<file path="config.mk">
export PLATFORM = sky130hd
export DESIGN_NAME = pte_div
export DESIGN_NICKNAME = d
export VERILOG_FILES = /design/src/hw/rtl/perceptron_train_evaluate_assert.svh /design/src/hw/rtl/pte_pkg.sv /design/src/hw/rtl/pte_div.sv
export SDC_FILE = /design/constraint.sdc
export NUM_CORES = 1
export LEC_CHECK = 0
export ABC_CLOCK_PERIOD_IN_PS = 4300
export BUFFER_PORTS_ARGS = -buffer_cell sky130_fd_sc_hd__buf_2
export CORE_MARGIN = 3
export CORE_UTILIZATION = 37
export CTS_CLUSTER_DIAMETER = 200
export CTS_CLUSTER_SIZE = 20
export DETAILED_ROUTE_END_ITERATION = 8
export GPL_ROUTABILITY_DRIVEN = 0
export GPL_TIMING_DRIVEN = 1
export PLACE_DENSITY = 0.62
export SETUP_SLACK_MARGIN = 0.4
export SLEW_MARGIN = 20
export SYNTH_ARGS = -nofsm -noshare
export SYNTH_HDL_FRONTEND = slang
export SYNTH_SLANG_ARGS = --single-unit
</file>
<file path="constraint.sdc">
create_clock -name clk -period 4.3 [get_ports clk]
set_input_delay 0.215 -clock clk [delete_from_list [all_inputs] [get_ports clk]]
set_output_delay 0.215 -clock clk [all_outputs]
set_load 0.01 [all_outputs]
</file>
<file path="src/hw/rtl/perceptron_train_evaluate_assert.svh">
// ----------------------------------------------------------------------------
// Perceptron assertion macros
// Clocked, reset-gated assertion shorthands used by the perceptron_train_evaluate module.
// ----------------------------------------------------------------------------
`ifndef PERCEPTRON_TRAIN_EVALUATE_ASSERT_SVH
`define PERCEPTRON_TRAIN_EVALUATE_ASSERT_SVH

// consequent must hold in the same cycle as the antecedent
`define PTE_ASSERT_NOW(lbl, ante, cons, msg) \
    lbl: assert property (@(posedge clk) disable iff (!rst_n) (ante) |-> (cons)) \
        else $error(msg);

// consequent must hold in the cycle after the antecedent
`define PTE_ASSERT_NEXT(lbl, ante, cons, msg) \
    lbl: assert property (@(posedge clk) disable iff (!rst_n) (ante) |=> (cons)) \
        else $error(msg);

`endif

</file>
<file path="src/hw/rtl/pte_pkg.sv">
// ----------------------------------------------------------------------------
// pte_pkg
// Shared widths, codes and types of the two-input perceptron block.
// ----------------------------------------------------------------------------
package pte_pkg;

    localparam int MAX_SAMPLES = 256;
    localparam int ADDR_W      = $clog2(MAX_SAMPLES);
    localparam int CNT_W       = $clog2(MAX_SAMPLES + 1);

    localparam int FEAT_W   = 16;
    localparam int WEIGHT_W = 32;
    localparam int CFG_W    = 16;
    localparam int CFG_IDX_W = 2;

    localparam int PCT_SCALE  = 100;
    localparam int ACC_W      = 7;
    localparam int DIVIDEND_W = CNT_W + ACC_W;
    localparam int DIVISOR_W  = CNT_W;

    localparam logic [CFG_W-1:0] LR_RESET    = 16'd6554;
    localparam logic [CFG_W-1:0] EPOCH_RESET = 16'd1;

    localparam logic [CFG_IDX_W-1:0] REG_LEARNING_RATE = 2'd0;
    localparam logic [CFG_IDX_W-1:0] REG_EPOCH_COUNT   = 2'd1;

    localparam logic MODE_LOAD = 1'b0;
    localparam logic MODE_RUN  = 1'b1;

    typedef struct packed {
        logic signed [FEAT_W-1:0] fa;
        logic signed [FEAT_W-1:0] fb;
        logic                     lab;
    } sample_t;

    typedef enum logic [2:0] {
        ST_IDLE,
        ST_FETCH,
        ST_MUL,
        ST_ACT,
        ST_UPD,
        ST_DIV,
        ST_WAIT
    } state_t;

endpackage

</file>
<file path="src/hw/rtl/pte_div.sv">
// ----------------------------------------------------------------------------
// pte_div
// Restoring unsigned divider, one quotient bit per cycle.
// ----------------------------------------------------------------------------
module pte_div import pte_pkg::*; (
    input  logic                  clk,
    input  logic                  rst_n,
    input  logic                  start,
    input  logic [DIVIDEND_W-1:0] dividend,
    input  logic [DIVISOR_W-1:0]  divisor,
    output logic [DIVIDEND_W-1:0] quotient,
    output logic                  done
);

    localparam int CW = $clog2(DIVIDEND_W + 1);

    logic [DIVISOR_W-1:0]  rem_reg, rem_next;
    logic [DIVIDEND_W-1:0] quo_reg, quo_next;
    logic [CW-1:0]         cnt_reg, cnt_next;
    logic                  run_reg, run_next;
    logic                  done_reg, done_next;

    logic [DIVISOR_W:0] shifted;
    logic [DIVISOR_W:0] diff;
    logic               fits;

    always_comb
    begin
        shifted   = {rem_reg, quo_reg[DIVIDEND_W-1]};
        fits      = shifted >= {1'b0, divisor};
        diff      = shifted - {1'b0, divisor};
        rem_next  = rem_reg;
        quo_next  = quo_reg;
        cnt_next  = cnt_reg;
        run_next  = run_reg;
        done_next = 1'b0;
        if (start)
        begin
            rem_next = '0;
            quo_next = dividend;
            cnt_next = CW'(DIVIDEND_W);
            run_next = 1'b1;
        end
        else if (run_reg)
        begin
            // remainder stays below the divisor, so the low bits hold it
            rem_next = fits ? diff[DIVISOR_W-1:0] : shifted[DIVISOR_W-1:0];
            quo_next = {quo_reg[DIVIDEND_W-2:0], fits};
            cnt_next = cnt_reg - 1'b1;
            if (cnt_reg == CW'(1))
            begin
                run_next  = 1'b0;
                done_next = 1'b1;
            end
        end
    end

    always_ff @(posedge clk or negedge rst_n)
    begin
        if (!rst_n)
        begin
            cnt_reg  <= '0;
            run_reg  <= 1'b0;
            done_reg <= 1'b0;
        end
        else
        begin
            cnt_reg  <= cnt_next;
            run_reg  <= run_next;
            done_reg <= done_next;
        end
    end

    always_ff @(posedge clk)
    begin
        rem_reg <= rem_next;
        quo_reg <= quo_next;
    end

    assign quotient = quo_reg;
    assign done     = done_reg;

endmodule

</file>
==> metrics.txt <==
async set-reset flop share out of synthesis=a little over a fifth; Tot GR Track Use=around 13%; antenna cell count=0; clk_skew=around 0.0024 ns; CTS hold repair buffers=1; Antenna Nets Post-Route=0; fin worst setup slack=1.78 ns; Final HPWL DP=between 2000 and 3000 um; Final Hold Vio Count=0; CTS Sinks=32; worst-margin pin slew=between 0.6 and 0.7 ns; EDFF count, synth=16; first-pass GRT wire length=6110 um; initial core utilization=~39%; Rows=25; startpoint types=flip-flop; fin crit share=58.5%; H-tree depth reported by CTS=2; worst r2r src=quotient[15]; P_leak=0.989 nW; crit path from=quotient[15]; IO Port Bufs=44; fillcell total=between 400 and 500; R2R depth=9; initial antenna violation count=0; PD cells=around 590 nW/um2; share of cells above drive strength 1=a little over a third; setup slack after placement=between 1.5 and 2 ns; Die H=slightly below 80 um; nets=250; worst hold path cell count=3; Syn Nets=just over 200; IO Pins=between 40 and 50; Crit path arrival time=2.66 ns; Max-slew headroom=roughly three fifths; WL/cell=approximately 13 um; vias in the first global route=roughly 1300; routed vias/inst=between 5 and 6; CP required=approximately 4.4 ns; die width=around 77 um; Synth Instances=164; Root Buffer=clkbuf_8; iteration-0 DRC count of the detailed router=roughly 130; Seq cells post-synth=32; Final Non-Filler Cells=around 280; Max Cap Viol=0; VDD IR max=between 0.2 and 0.3 mV; CP max FO=14; fmax=just under 0.4 GHz; grt ovf=0; CTS clk-pin slew, worst paths=0.06 ns; cell taking the most area after synthesis=edfxtp_1; status=finished, final reports clean; Synth top area share=25.8%; Core Region=around 4800 um2; # setup viols final=0; final WL=3650 um; cell area after synthesis=roughly 1900 um2; hold path startpoint=dividend[0]; dpl cells=269; clk_lat worst skew=between 0.2 and 0.3 ns; storage element area=around 840 um2; via count=1400; Max clock buf depth=2; min Tclk post-route=2.52 ns; top cells by area, synth=edfxtp_1 26%, dfxtp_1 9.7%, dfrtp_1 9.4%; Ys Warns=0; unrepaired setup endpoints after global routing=false; Final Slew Violations=0; max FFs per register=16; Setup Buffers After CTS=0; setup TNS=0 ns; P&R area growth vs syn=19.2%; first-pass detailed-route iteration total=4; die area=a little under 6000 um2; post-cts repair resize count=0; Netlist cell types=46; Num CTS Buffers=5; CTS tree=yes; pin count of the biggest net entering global routing=30; DRC=0; critical path endpoint category=flip-flop; synthesized area per cell=about 11 um2; sequential fraction of the synthesis area=44.8%; Multi-input gate area=between 900 and 1000 um2; Primary FF master, synth=edfxtp_1; Hold Path Class=primary input to flip-flop; Worst Path Class, Setup=flip-flop to flip-flop
-- final timing paths --
path / slack [ns] / to
min in group asynchronous: 0.29 / cnt_reg[1]
worst min register to register: 0.47 / rem_reg[8]
worst max-delay path: 1.78 / rem_reg[3]
worst min-delay path: 0.22 / quotient[0]
worst max register to register: 1.78 / rem_reg[3]
max in group asynchronous: 3.85 / cnt_reg[0]
-- area by class of cell --
class | instances | share of cell area [%]
Clock inverter | 3 | 0.619
Multi-Input combinational cell | 111 | 42.1
Clock buffer | 5 | 3.09
Sequential cell | 32 | 37.6
Inverter | 15 | 2.53
Tap cell | 67 | 3.77
Timing Repair Buffer | 45 | 10.3
-- stage by stage --
stage	cell area [um2]	utilization [%]	power, mW	hold slack [ns]
final	2220	46.5	1.30	0.221
after global routing	2220	46.5	1.40	0.222
after CTS	2220	46.5	1.31	0.211
after detailed placement	2130	44.5	1.09	0.0543
after global placement	2130	44.5	1.08	0.0601
after floorplan	1870	-	0.973	-0.0806
-- metal layers --
layer  wire (um)  GRT usage [%]  up-vias
met5           0              0        -
met4          63           5.87        0
met3         239           3.64        8
met2        1590           18.3       44
met1        1750           18.3      654
li1            -              -      694
-- cell families after synthesis --
logic type      Yosys count  share of synthesized area [%]
compound gates           35                           16.9
xor+xnor                  9                           4.23
fa+ha+maj                12                           8.45
buf+inv                  21                           5.03
flops                    32                           44.8
mux                      18                           10.7
simple gates             37                           9.93
-- synthesized netlist by cell type, types with 2 or more instances --
library cell and count:
mux2_2 15, nand2_1 9, dfrtp_1 7, o211ai_1 2, a211oi_1 4, dfxtp_1 9, o21ai_0 4, o311ai_0 2
xnor2_1 6, xor2_1 3, inv_1 15, buf_6 2, a21oi_1 2, a32oi_1 3, o21bai_1 2, edfxtp_1 16
mux2i_1 3, ha_1 11, nand2b_1 2, nor2_1 12, a21o_1 3, nand3_1 3, buf_1 2, nor2b_1 2
clkbuf_1 2, o31ai_1 3
-- worst max-delay path: stages, from the launching register on --
cell,delay (ns)
edfxtp_1,0.42
inv_1,0.08
ha_1,0.16
inv_1,0.07
fa_1,0.42
a211oi_2,0.35
o21ai_2,0.15
a31oi_4,0.42
mux2i_1,0.23
a211oi_1,0.08
-- cells in the final DEF (no fill, tap or decap), drive strengths merged, types with 2 or more instances in the layout --
cell / count
inv: 15
o211ai: 2
clkinv: 3
ha: 11
a32oi: 3
a211oi: 5
nor2: 12
nand2: 10
buf: 44
dfrtp: 7
nand3: 4
o31ai: 4
nand2b: 2
o21ai: 6
dfxtp: 9
xor2: 3
nor2b: 2
a31oi: 2
mux2i: 3
a21oi: 2
edfxtp: 16
mux2: 15
clkbuf: 5
o311ai: 2
xnor2: 6
a21o: 3
o21bai: 2
-- where the power goes --
group / internal, mW / switching [mW] / leakage [nW]
Sequential: 0.416 / 0.0719 / 0.328
Combinational: 0.273 / 0.323 / 0.615
Clock: 0.110 / 0.108 / 0.0453
Total: 0.799 / 0.503 / 0.989
(Power assumes the default switching activity.)
